**src/rtl/core/ped_pkg.sv**
```systemverilog
// Shared types, constants and helper functions of the percent-escape decoder.
package ped_pkg;

  // Reset value of the capacity register and the escape introducer.
  localparam logic [15:0] CAPACITY_RESET = 16'd256;
  localparam logic [7:0]  PERCENT_CHAR   = 8'h25;

  // Status codes reported on the final result of a string.
  localparam logic [1:0] ST_OK  = 2'd0;
  localparam logic [1:0] ST_CUT = 2'd1;
  localparam logic [1:0] ST_BAD = 2'd2;

  // Escape phase, one-hot.
  typedef enum logic [2:0] {
    PH_IDLE   = 3'b001,
    PH_FIRST  = 3'b010,
    PH_SECOND = 3'b100
  } phase_t;

  // Decoded value of one hex character.
  typedef struct packed {
    logic       ok;
    logic [3:0] val;
  } hex_t;

  // One result item as it travels from the decoder to the result register.
  typedef struct packed {
    logic [7:0] out_byte;
    logic       out_valid;
    logic       done_res;
    logic [1:0] status;
  } res_t;

  // Converts an ASCII character to its hex digit value, either case.
  function automatic hex_t hex_value(input logic [7:0] c);
    hex_t       h;
    logic [7:0] d;
    h.ok  = 1'b0;
    h.val = 4'd0;
    d     = 8'd0;
    if (c >= 8'h30 && c <= 8'h39) begin
      d     = c - 8'h30;
      h.ok  = 1'b1;
      h.val = d[3:0];
    end else if (c >= 8'h41 && c <= 8'h46) begin
      d     = c - 8'h37;
      h.ok  = 1'b1;
      h.val = d[3:0];
    end else if (c >= 8'h61 && c <= 8'h66) begin
      d     = c - 8'h57;
      h.ok  = 1'b1;
      h.val = d[3:0];
    end
    return h;
  endfunction

endpackage

```
**src/rtl/core/ped_in_reg.sv**
```systemverilog
// Input register of the percent-escape decoder.
module ped_in_reg (
  input  logic       clk,
  input  logic       rst,
  input  logic       in_valid,
  output logic       in_ready,
  input  logic [7:0] byte_in,
  input  logic       last_in,
  input  logic       advance,
  output logic       a_valid,
  output logic [7:0] a_byte,
  output logic       a_last
);

  logic a_valid_next;

  // The register takes a new transfer when it is empty or its item moves on.
  assign in_ready = !a_valid || advance;

  always_comb begin
    a_valid_next = a_valid;
    if (in_valid && in_ready) begin
      a_valid_next = 1'b1;
    end else if (advance) begin
      a_valid_next = 1'b0;
    end
  end

  // Control bit with reset.
  always_ff @(posedge clk) begin
    if (rst) begin
      a_valid <= 1'b0;
    end else begin
      a_valid <= a_valid_next;
    end
  end

  // Payload holds without reset.
  always_ff @(posedge clk) begin
    if (in_valid && in_ready) begin
      a_byte <= byte_in;
      a_last <= last_in;
    end
  end

endmodule

```
**src/rtl/core/ped_decode.sv**
```systemverilog
// String state, capacity register and per-byte decode logic.
module ped_decode (
  input  logic           clk,
  input  logic           rst,
  input  logic           cfg_wr_en,
  input  logic [15:0]    cfg_wr_data,
  input  logic           step,
  input  logic [7:0]     a_byte,
  input  logic           a_last,
  output logic           has_res,
  output ped_pkg::res_t  res
);

  logic [15:0]     capacity;
  ped_pkg::phase_t phase, phase_next;
  logic [3:0]      high_nibble, high_nibble_next;
  logic            bad_digit_seen, bad_digit_seen_next;
  logic [15:0]     emitted_count, emitted_count_next;
  logic            halted, halted_next;
  logic [1:0]      error_code, error_code_next;

  logic [15:0]     limit;
  logic            full;
  logic            emit;
  logic [7:0]      val;
  ped_pkg::hex_t   hx;

  // Byte limit is capacity minus one, with capacity zero acting as one.
  assign limit = (capacity == 16'd0) ? 16'd0 : capacity - 16'd1;
  assign full  = emitted_count >= limit;
  assign hx    = ped_pkg::hex_value(a_byte);

  // Next string state and result for the byte in the input register.
  always_comb begin
    phase_next          = phase;
    high_nibble_next    = high_nibble;
    bad_digit_seen_next = bad_digit_seen;
    halted_next         = halted;
    error_code_next     = error_code;
    emit                = 1'b0;
    val                 = 8'd0;
    if (!halted) begin
      unique case (phase)
        ped_pkg::PH_FIRST: begin
          if (!hx.ok) begin
            bad_digit_seen_next = 1'b1;
            high_nibble_next    = 4'd0;
          end else begin
            high_nibble_next = hx.val;
          end
          phase_next = ped_pkg::PH_SECOND;
        end
        ped_pkg::PH_SECOND: begin
          phase_next = ped_pkg::PH_IDLE;
          if (bad_digit_seen || !hx.ok) begin
            halted_next     = 1'b1;
            error_code_next = ped_pkg::ST_BAD;
          end else if (full) begin
            halted_next = 1'b1;
          end else begin
            emit = 1'b1;
            val  = {high_nibble, hx.val};
          end
          bad_digit_seen_next = 1'b0;
        end
        default: begin
          phase_next = ped_pkg::PH_IDLE;
          if (a_byte == ped_pkg::PERCENT_CHAR) begin
            phase_next = ped_pkg::PH_FIRST;
          end else if (full) begin
            halted_next = 1'b1;
          end else begin
            emit = 1'b1;
            val  = a_byte;
          end
        end
      endcase
    end
    emitted_count_next = emit ? emitted_count + 16'd1 : emitted_count;

    // Result fields; status only on the final byte of a string.
    has_res       = emit || a_last;
    res.out_byte  = val;
    res.out_valid = emit;
    res.done_res  = a_last;
    res.status    = ped_pkg::ST_OK;
    if (a_last) begin
      if (halted_next) begin
        res.status = error_code_next;
      end else if (phase_next != ped_pkg::PH_IDLE) begin
        res.status = ped_pkg::ST_CUT;
      end
      // The end of a string clears all string state.
      phase_next          = ped_pkg::PH_IDLE;
      high_nibble_next    = 4'd0;
      bad_digit_seen_next = 1'b0;
      emitted_count_next  = 16'd0;
      halted_next         = 1'b0;
      error_code_next     = ped_pkg::ST_OK;
    end
  end

  // Capacity register, written directly from the configuration port.
  always_ff @(posedge clk) begin
    if (rst) begin
      capacity <= ped_pkg::CAPACITY_RESET;
    end else if (cfg_wr_en) begin
      capacity <= cfg_wr_data;
    end
  end

  // String state advances once per byte that leaves the input register.
  always_ff @(posedge clk) begin
    if (rst) begin
      phase          <= ped_pkg::PH_IDLE;
      high_nibble    <= 4'd0;
      bad_digit_seen <= 1'b0;
      emitted_count  <= 16'd0;
      halted         <= 1'b0;
      error_code     <= ped_pkg::ST_OK;
    end else if (step) begin
      phase          <= phase_next;
      high_nibble    <= high_nibble_next;
      bad_digit_seen <= bad_digit_seen_next;
      emitted_count  <= emitted_count_next;
      halted         <= halted_next;
      error_code     <= error_code_next;
    end
  end

endmodule

```
**src/rtl/core/ped_out_reg.sv**
```systemverilog
// Result register of the percent-escape decoder.
module ped_out_reg (
  input  logic          clk,
  input  logic          rst,
  input  logic          load,
  input  ped_pkg::res_t res,
  output logic          b_free,
  output logic          res_valid,
  input  logic          res_ready,
  output logic [7:0]    out_byte,
  output logic          out_valid,
  output logic          done_res,
  output logic [1:0]    status
);

  logic          b_valid, b_valid_next;
  ped_pkg::res_t b_res;

  // The register can take a result when empty or when its result leaves now.
  assign b_free = !b_valid || res_ready;

  always_comb begin
    b_valid_next = b_valid;
    if (load) begin
      b_valid_next = 1'b1;
    end else if (res_ready) begin
      b_valid_next = 1'b0;
    end
  end

  // Control bit with reset.
  always_ff @(posedge clk) begin
    if (rst) begin
      b_valid <= 1'b0;
    end else begin
      b_valid <= b_valid_next;
    end
  end

  // Payload holds without reset.
  always_ff @(posedge clk) begin
    if (load) begin
      b_res <= res;
    end
  end

  assign res_valid = b_valid;
  assign out_byte  = b_res.out_byte;
  assign out_valid = b_res.out_valid;
  assign done_res  = b_res.done_res;
  assign status    = b_res.status;

endmodule

```
**src/rtl/core/percent_escape_decoder_top.sv**
```systemverilog
// Top level of the streaming percent-escape decoder.
//
// Input channel: in_valid/in_ready carry byte_in and last_in, one character
// of an encoded string per transfer, last_in marking the final character.
// Result channel: res_valid/res_ready carry out_byte, out_valid, done_res
// and status. A result is produced for every emitted byte and for every
// final character; other characters produce none.
// Configuration: cfg_wr_en/cfg_wr_data write the capacity register at once;
// write it only while no string bytes are in flight.
// Path: an accepted character reaches the result channel through an input
// register and a result register.
// Throughput: one character per cycle while the result channel does not
// stall, set by the combinational decode between the two registers.
// Reset: rst is synchronous; both registers empty, string state cleared,
// capacity back to 256.
// Stall: while res_ready is low the result holds and no character is
// decoded; the input register takes at most one more character and then
// drops in_ready.
module percent_escape_decoder_top (
  input  logic        clk,
  input  logic        rst,
  input  logic        cfg_wr_en,
  input  logic [15:0] cfg_wr_data,
  input  logic        in_valid,
  output logic        in_ready,
  input  logic [7:0]  byte_in,
  input  logic        last_in,
  output logic        res_valid,
  input  logic        res_ready,
  output logic [7:0]  out_byte,
  output logic        out_valid,
  output logic        done_res,
  output logic [1:0]  status
);

  logic          a_valid;
  logic [7:0]    a_byte;
  logic          a_last;
  logic          advance;
  logic          has_res;
  logic          b_free;
  ped_pkg::res_t res;

  // A character moves on when the result register has room for its result.
  assign advance = a_valid && b_free;

  ped_in_reg u_in_reg (
    .clk      (clk),
    .rst      (rst),
    .in_valid (in_valid),
    .in_ready (in_ready),
    .byte_in  (byte_in),
    .last_in  (last_in),
    .advance  (advance),
    .a_valid  (a_valid),
    .a_byte   (a_byte),
    .a_last   (a_last)
  );

  ped_decode u_decode (
    .clk         (clk),
    .rst         (rst),
    .cfg_wr_en   (cfg_wr_en),
    .cfg_wr_data (cfg_wr_data),
    .step        (advance),
    .a_byte      (a_byte),
    .a_last      (a_last),
    .has_res     (has_res),
    .res         (res)
  );

  ped_out_reg u_out_reg (
    .clk       (clk),
    .rst       (rst),
    .load      (advance && has_res),
    .res       (res),
    .b_free    (b_free),
    .res_valid (res_valid),
    .res_ready (res_ready),
    .out_byte  (out_byte),
    .out_valid (out_valid),
    .done_res  (done_res),
    .status    (status)
  );

`ifndef ASSERT_OFF
  // Every result carries a byte or closes a string.
  a_res_nonempty: assert property (@(posedge clk) disable iff (rst)
    res_valid |-> (out_valid || done_res))
    else $error("result with neither byte nor end of string");

  // Status is zero except on the final result of a string.
  a_status_only_done: assert property (@(posedge clk) disable iff (rst)
    (res_valid && !done_res) |-> (status == ped_pkg::ST_OK))
    else $error("status set on a result that does not close a string");

  // The byte field is zero when it carries no byte.
  a_byte_zero: assert property (@(posedge clk) disable iff (rst)
    (res_valid && !out_valid) |-> (out_byte == 8'd0))
    else $error("out_byte nonzero without out_valid");

  // A stalled result is never overwritten.
  a_no_overwrite: assert property (@(posedge clk) disable iff (rst)
    (res_valid && !res_ready) |-> !(advance && has_res))
    else $error("result register loaded while stalled");
`endif

endmodule
```
**config.mk**
```make
export PLATFORM = sky130hd
export DESIGN_NAME = percent_escape_decoder_top
export DESIGN_NICKNAME = d
export VERILOG_FILES = /design/src/rtl/core/ped_pkg.sv /design/src/rtl/core/ped_in_reg.sv /design/src/rtl/core/ped_decode.sv /design/src/rtl/core/ped_out_reg.sv /design/src/rtl/core/percent_escape_decoder_top.sv
export SDC_FILE = /design/constraint.sdc
export NUM_CORES = 1
export LEC_CHECK = 0
export ABC_AREA = 1
export BUFFER_PORTS_ARGS = -buffer_cell sky130_fd_sc_hd__buf_2
export CAP_MARGIN = 0
export CORE_ASPECT_RATIO = 0.5
export CORE_MARGIN = 4
export CORE_UTILIZATION = 59
export DETAILED_ROUTE_END_ITERATION = 10
export GPL_TIMING_DRIVEN = 0
export PLACE_DENSITY_LB_ADDON = 0.2
export SYNTH_ARGS = -nofsm -noshare
export SYNTH_HDL_FRONTEND = slang
export SYNTH_SLANG_ARGS = --single-unit
```
**constraint.sdc**
```tcl
create_clock -name clk -period 4.45 [get_ports clk]
set_input_delay 0.445 -clock clk [delete_from_list [all_inputs] [get_ports clk]]
set_output_delay 0.445 -clock clk [all_outputs]
set_load 0.005 [all_outputs]
```
# Yosys cells after proc, flatten, opt, wreduce, memory -nomap -nowiden
# Cells that the tools add are included.
[totals] ff_bits=66 input_bits=30 out_inout_bits=14 word_cells=99
[op_classes] addsub=5 magnitude_cmp=7 n_eq_ne=6 muxes=44 reduce_logical=22
[ops] cell="$mux W16" count=3
[ops] cell="$mux W8" count=4
[ops] cell="$mux W1" count=17
[ops] cell="$add A16 B1 Y16 const B" count=1
[ops] cell="$ge A16 B16 Y1" count=1
[ops] cell="$ge A8 B7 Y1 const B" count=2
[ops] cell="$le A8 B7 Y1 const B" count=2
[ops] cell="$logic_not A16 Y1" count=1
[ops] cell="$mux W4" count=4
[ops] cell="$pmux W8 S2" count=1
[ops] cell="$sub A16 B1 Y16 const B" count=1
[ops] cell="$mux W5" count=3
[ops] cell="$mux W2" count=6
[ops] cell="$eq A8 B6 Y1 const B" count=1
[ops] cell="$ge A8 B6 Y1 const B" count=1
[ops] cell="$le A8 B6 Y1 const B" count=1
[ops] cell="$reduce_bool A2 Y1" count=4
[ops] cell="$sub A4 B3 Y4 const B" count=2
[ops] cell="$logic_and A1 B1 Y1" count=6
[ops] cell="$mux W3" count=2
[ops] cell="$pmux W1 S2" count=3
[ops] cell="$pmux W3 S2" count=1
[ops] cell="$logic_or A1 B1 Y1" count=4
[ops] cell="$reduce_and A4 Y1" count=1
[ops] cell="other kinds (10)" count=12

# Depth between registers and ports, before layout
[logic_depth] depth_word=13 mapped_depth=25 depth_no_buf=24

# Cells and area by module
# From an unflattened synthesis, not the netlist that was laid out.
[unflattened] hier_cells=552 hier_area_um2=4006.3
[modules_own_cells] mod="ped_decode" n_inst=1 cells_per_inst=516 area_per_inst_um2=3268.1 seq_area_each_um2=860.8
[modules_own_cells] mod="ped_out_reg" n_inst=1 cells_per_inst=17 area_per_inst_um2=402.9 seq_area_each_um2=380.4
[modules_own_cells] mod="ped_in_reg" n_inst=1 cells_per_inst=15 area_per_inst_um2=317.8 seq_area_each_um2=290.3
[modules_own_cells] mod="percent_escape_decoder_top" n_inst=1 cells_per_inst=4 area_per_inst_um2=17.5 seq_area_each_um2=0.0

# Worst setup path after synthesis
# OpenSTA, ideal clock, no wires.
[synth_path] kind="reg2reg" start="register u_decode.capacity[0]" end="register u_out_reg.b_res, in the netlist u_out_reg.done_res (enable)" t_arrival_ns=2.801 t_required_ns=4.148 path_slack_ns=1.347 path_stages_with_launch=21 path_buffers=2 synth_period_minus_slack_ns=3.103 path_cell_list="dfxtp_1 -> inv_1 -> ha_1 -> nand2_1 -> nor4_1 -> inv_1 -> clkbuf_1 -> nand2_1 -> ha_1 -> a21oi_1 -> nor2_1 -> nor2_1 -> nand2_1 -> a21oi_1 -> nand4_1 -> nand2_2 -> nand2_4 -> nand2_4 -> nand2_4 -> clkinv_4 -> buf_12"
[synth_between] elab_chain_len=9 elab_cells_between_ends=11 classes_between="add/sub: 1; order compare: 1; mux: 6; reduce/logical: 3"
[synth_lines] item="start, declared" line="ped_decode.sv:14" text="logic [15:0] capacity;"
[synth_lines] item="start signal, assigned" line="ped_decode.sv:106" text="capacity <= ped_pkg::CAPACITY_RESET;"
[synth_lines] item="start signal, assigned" line="ped_decode.sv:108" text="capacity <= cfg_wr_data;"
[synth_lines] item="$sub A16 B1 Y16 or $logic_not A16 Y1 (tied branches)" line="ped_decode.sv:29" text="assign limit = (capacity == 16'd0) ? 16'd0 : capacity - 16'd1;"
[synth_lines] item="$mux W16 (*)" line="ped_decode.sv:29"
[synth_lines] item="$ge A16 B16 Y1 (*)" line="ped_decode.sv:30" text="assign full = emitted_count >= limit;"
[synth_lines] item="$mux W1 (*)" line="ped_decode.sv:58, ped_decode.sv:70"
[synth_lines] item="$mux W1, on equally long branches" line="ped_decode.sv:68, ped_decode.sv:55"
[synth_lines] item="$pmux W1 S2 (*)" line="ped_decode.sv:43" text="unique case (phase)"
[synth_lines] item="$mux W1 (*)" line="ped_decode.sv:42" text="if (!halted) begin"
[synth_lines] item="$logic_or A1 B1 Y1 (*)" line="ped_decode.sv:82" text="has_res = emit || a_last;"
[synth_lines] item="$logic_and A1 B1 Y1 (*)" line="percent_escape_decoder_top.sv:75" text=".load (advance && has_res),"
[synth_lines] item="end signal, assigned" line="ped_out_reg.sv:43" text="b_res <= res;"
[synth_lines] item="end, declared" line="ped_out_reg.sv:17" text="ped_pkg::res_t b_res;"
# Mark *: on every way between the ends. The rest lies on a longest branch, timed or not.
# A chain may end at the register's enable or synchronous reset.

# Worst setup path after layout
[layout_path] start="register u_decode.capacity[4]" end="register u_out_reg.b_res, in the netlist u_out_reg.out_byte[0] (enable)"
# The elaborated chain is that of the path after synthesis.

==> summary.md <==
| Metric | Value |
|---|---|
| Status | `finished, final reports clean` |
| Power Density | `362 mW/mm^2` |
| LEAKAGE | `2.05 nW` |
| Number of buffers added for setup after CTS | `0` |
| All-layer global routing usage | `23.5%` |
| Hold Path Class | `in -> reg` |
| Most frequent cells after synthesis | `nand2_1 (122), nor2_1 (66), inv_1 (58)` |
| Max-cap violations | `0` |
| # diodes | `0` |
| CTS resizes | `0` |
| Initial drt markers | `275` |
| Fraction of registers with async set/reset | `0%` |
| Critical path arrival | `3940 ps` |
| R2R Setup Slk | `540 ps` |
| Total power | `1.66 mW` |
| Hold WS | `286 ps` |
| ANT nets after route | `0` |
| Largest net degree at the start of global routing | `22` |
| Fillers | `511` |
| Place WS | `677 ps` |
| CTS tree | `done` |
| Final nets | `656` |
| Port-buffer cells | `43` |
| Post-DP HPWL | `6.44 mm` |
| Slew margin rel. | `60.3%` |
| Share of the synthesized area in the top cell type | `22.7%` |
| Initial Utilization | `63.2%` |
| Data required time of the worst path | `4480 ps` |
| Synth area leaders | `dfxtp_1 (23%), edfxtp_1 (16%), nand2_1 (12%), ha_1 (7.2%), nand3_1 (6.4%)` |
| Period utilization | `87.9%` |
| Final setup fails | `0` |
| Ports | `44` |
| DR vias | `3651` |
| CTS max path bufs | `2` |
| Post-CTS Hold Fix Bufs | `0` |
| Layout area overhead | `15.1%` |
| Clock sinks | `66` |
| Syn_nets | `602` |
| Setup TNS | `0 ps` |
| Yosys Warn Count | `0` |
| Clock Skews | `5.66 ps` |
| Final Hold Vio Count | `0` |
| Routed WL | `8.97 mm` |
| P_int | `1.18 mW` |
| Gpl congestion | `0.893` |
| Minimum clock period | `3910 ps` |
| Tightest Pin Transition | `596 ps` |
| Vias in the first global route | `3358` |
| Comb power frac | `19.0%` |
| Syn Inst Count | `549` |
| Post-synth cell types | `40` |
| Seq cells post-synth | `66` |
| Register area share after synthesis | `38.6%` |
| Area leader, netlist | `dfxtp_1` |
| Clock power share | `38.6%` |
| Fin. max-slew vios | `0` |
| First drt pass iteration count | `5` |
| Post-synth EDFFs | `21` |
| Clk slew on worst S/H paths | `50 ps` |
| CTS buffer count | `9` |
| Core Box Area | `0.00628 sq mm` |
| Worst setup SP type | `flop` |
| Mapped Avg Cell Area | `7.23 sq um` |
| CP Max Fanout | `21` |
| Worst skew pair latency | `330 ps` |
| Unrepaired setup endpoints after global routing | `no` |
| CTS root buffer | `clkbuf_16` |
| Dpl cells | `680` |
| Fmax | `256 MHz` |
| Layout cell share with drive strength beyond 1 | `15.3%` |
| Top_reg_cell synth | `dfxtp_1` |
| Finished Layout Cells | `696` |
| Critical path type | `reg -> reg` |
| P_sw | `0.481 mW` |
| Vias/cell | `5.25` |
| Sequential share of power | `42.4%` |
| GRT overflow | `0` |
| CP Capture Type | `flop` |
| Die X | `124 microns` |
| Most common cell in the netlist | `nand2_1` |
| Max VDD drop | `0.196 mV` |
| DRC | `0` |
| Mapped Area | `0.00397 sq mm` |
| Site Rows | `20` |
| Die Area | `0.00818 sq mm` |
| Switching Fraction | `29.0%` |
| First-pass GRT wire length | `14.8 mm` |
| Worst setup margin | `540 ps` |
| H-Tree Depth | `3` |
| Die height | `66.0 microns` |
| Drt wl/cell | `12.9 microns` |
| Initial antenna violation count | `0` |
[state kept, by name, summed over array words and instances (netlist names), 2 cells and up]
signal / count
u_decode.phase: 3
u_decode.high_nibble: 4
u_decode.emitted_count: 16
u_decode.error_code: 2
u_out_reg.status: 2
u_out_reg.out_byte: 8
u_decode.capacity: 16
u_in_reg.a_byte: 8
[cell type report]
class,instances,area [sq um],area share [%]
flip-flops and latches,66,1530,33.5
well taps,88,110,2.41
plain buffers,15,77.6,1.70
multi-input cells,406,2120,46.5
clock inverters,5,30.0,0.657
repair buffers,43,215,4.71
clock buffers,11,243,5.31
inverters,62,238,5.20
[cell usage in the layout, fill, tap and decap left out, types with 2 or more instances in the layout]
cell type	netlist	final
a211oi_1	3	3
a21oi_1	41	41
a31oi_1	3	3
buf_2	0	43
clkbuf_1	11	12
clkbuf_16	0	9
clkinv_1	1	2
clkinv_2	0	2
clkinv_4	1	2
dfxtp_1	45	45
edfxtp_1	21	21
ha_1	23	23
inv_1	58	58
inv_2	2	2
nand2_1	122	122
nand2_4	4	4
nand3_1	51	51
nand3b_1	3	3
nand4_1	6	6
nor2_1	66	66
nor2_2	19	19
nor3_1	7	7
nor3b_1	2	2
o21a_1	2	2
o21ai_0	31	31
o21ai_1	3	3
o21bai_1	2	2
or2_2	2	2
xor2_1	6	6
[per-stage QoR]
step / utilization [%] / instance area (sq um)
2_1_floorplan: - / 3970
5_1_grt: 72.7 / 4570
3_3_place_gp: 68.4 / 4300
6_report: 72.7 / 4570
3_5_place_dp: 68.4 / 4300
4_1_cts: 72.7 / 4570
[routing by layer]
| layer | share of wire (%) | GRT usage [%] | up-vias |
|---|---|---|---|
| met1 | 45 | 28.2 | 1604 |
| met3 | 6.0 | 7.18 | 22 |
| met5 | 0 | 0 | - |
| li1 | - | - | 1904 |
| met2 | 46 | 39.9 | 121 |
| met4 | 2.3 | 8.87 | 0 |
[power by group through the flow]
stage | clock network (mW) | logic [mW] | registers, mW
2_1_floorplan | 0 | 0.232 | 0.706
3_5_place_dp | 0 | 0.308 | 0.713
5_1_grt | 0.679 | 0.361 | 0.707
4_1_cts | 0.648 | 0.314 | 0.701
6_report | 0.639 | 0.315 | 0.702
3_3_place_gp | 0 | 0.300 | 0.712
[critical path, stage by stage, from the launching register on]
cell	delay (ps)
dfxtp_1	350
nor2_1	210
nand2_1	130
nor4_1	430
inv_1	200
clkbuf_1	250
nand2_1	120
ha_1	250
a21oi_1	170
nand2_1	90
nand2_1	70
nand2_1	60
a21oi_1	390
nand4_1	210
nand2_2	120
nand2_4	70
nand2_4	110
nand2_4	80
clkinv_4	80
buf_12	180
[cell families (layout without fill, tap and decap cells)]
family	Yosys count	in the layout	synth area share (%)
simple gates	288	288	32.7
compound gates	88	88	12.0
fa+ha+maj	23	23	7.25
buf+inv	77	136	7.94
xor+xnor	7	7	1.54
flops	66	66	38.6
[worst paths after layout]
| kind | from | end | cells past startpoint |
|---|---|---|---|
| hold reg to reg | u_decode.error_code[0]$_SDFFE_PP0P_ | u_decode.error_code[0]$_SDFFE_PP0P_ | 2 |
| setup / recovery | u_decode.capacity[4]$_SDFFE_PP0P_ | u_out_reg.out_byte[0]$_SDFFCE_PP0P_ | 19 |
| setup reg to reg | u_decode.capacity[4]$_SDFFE_PP0P_ | u_out_reg.out_byte[0]$_SDFFCE_PP0P_ | 19 |
| hold / removal | byte_in[7] | u_in_reg.a_byte[7]$_DFFE_PP_ | 1 |
Power figures use the tool's default switching activity.
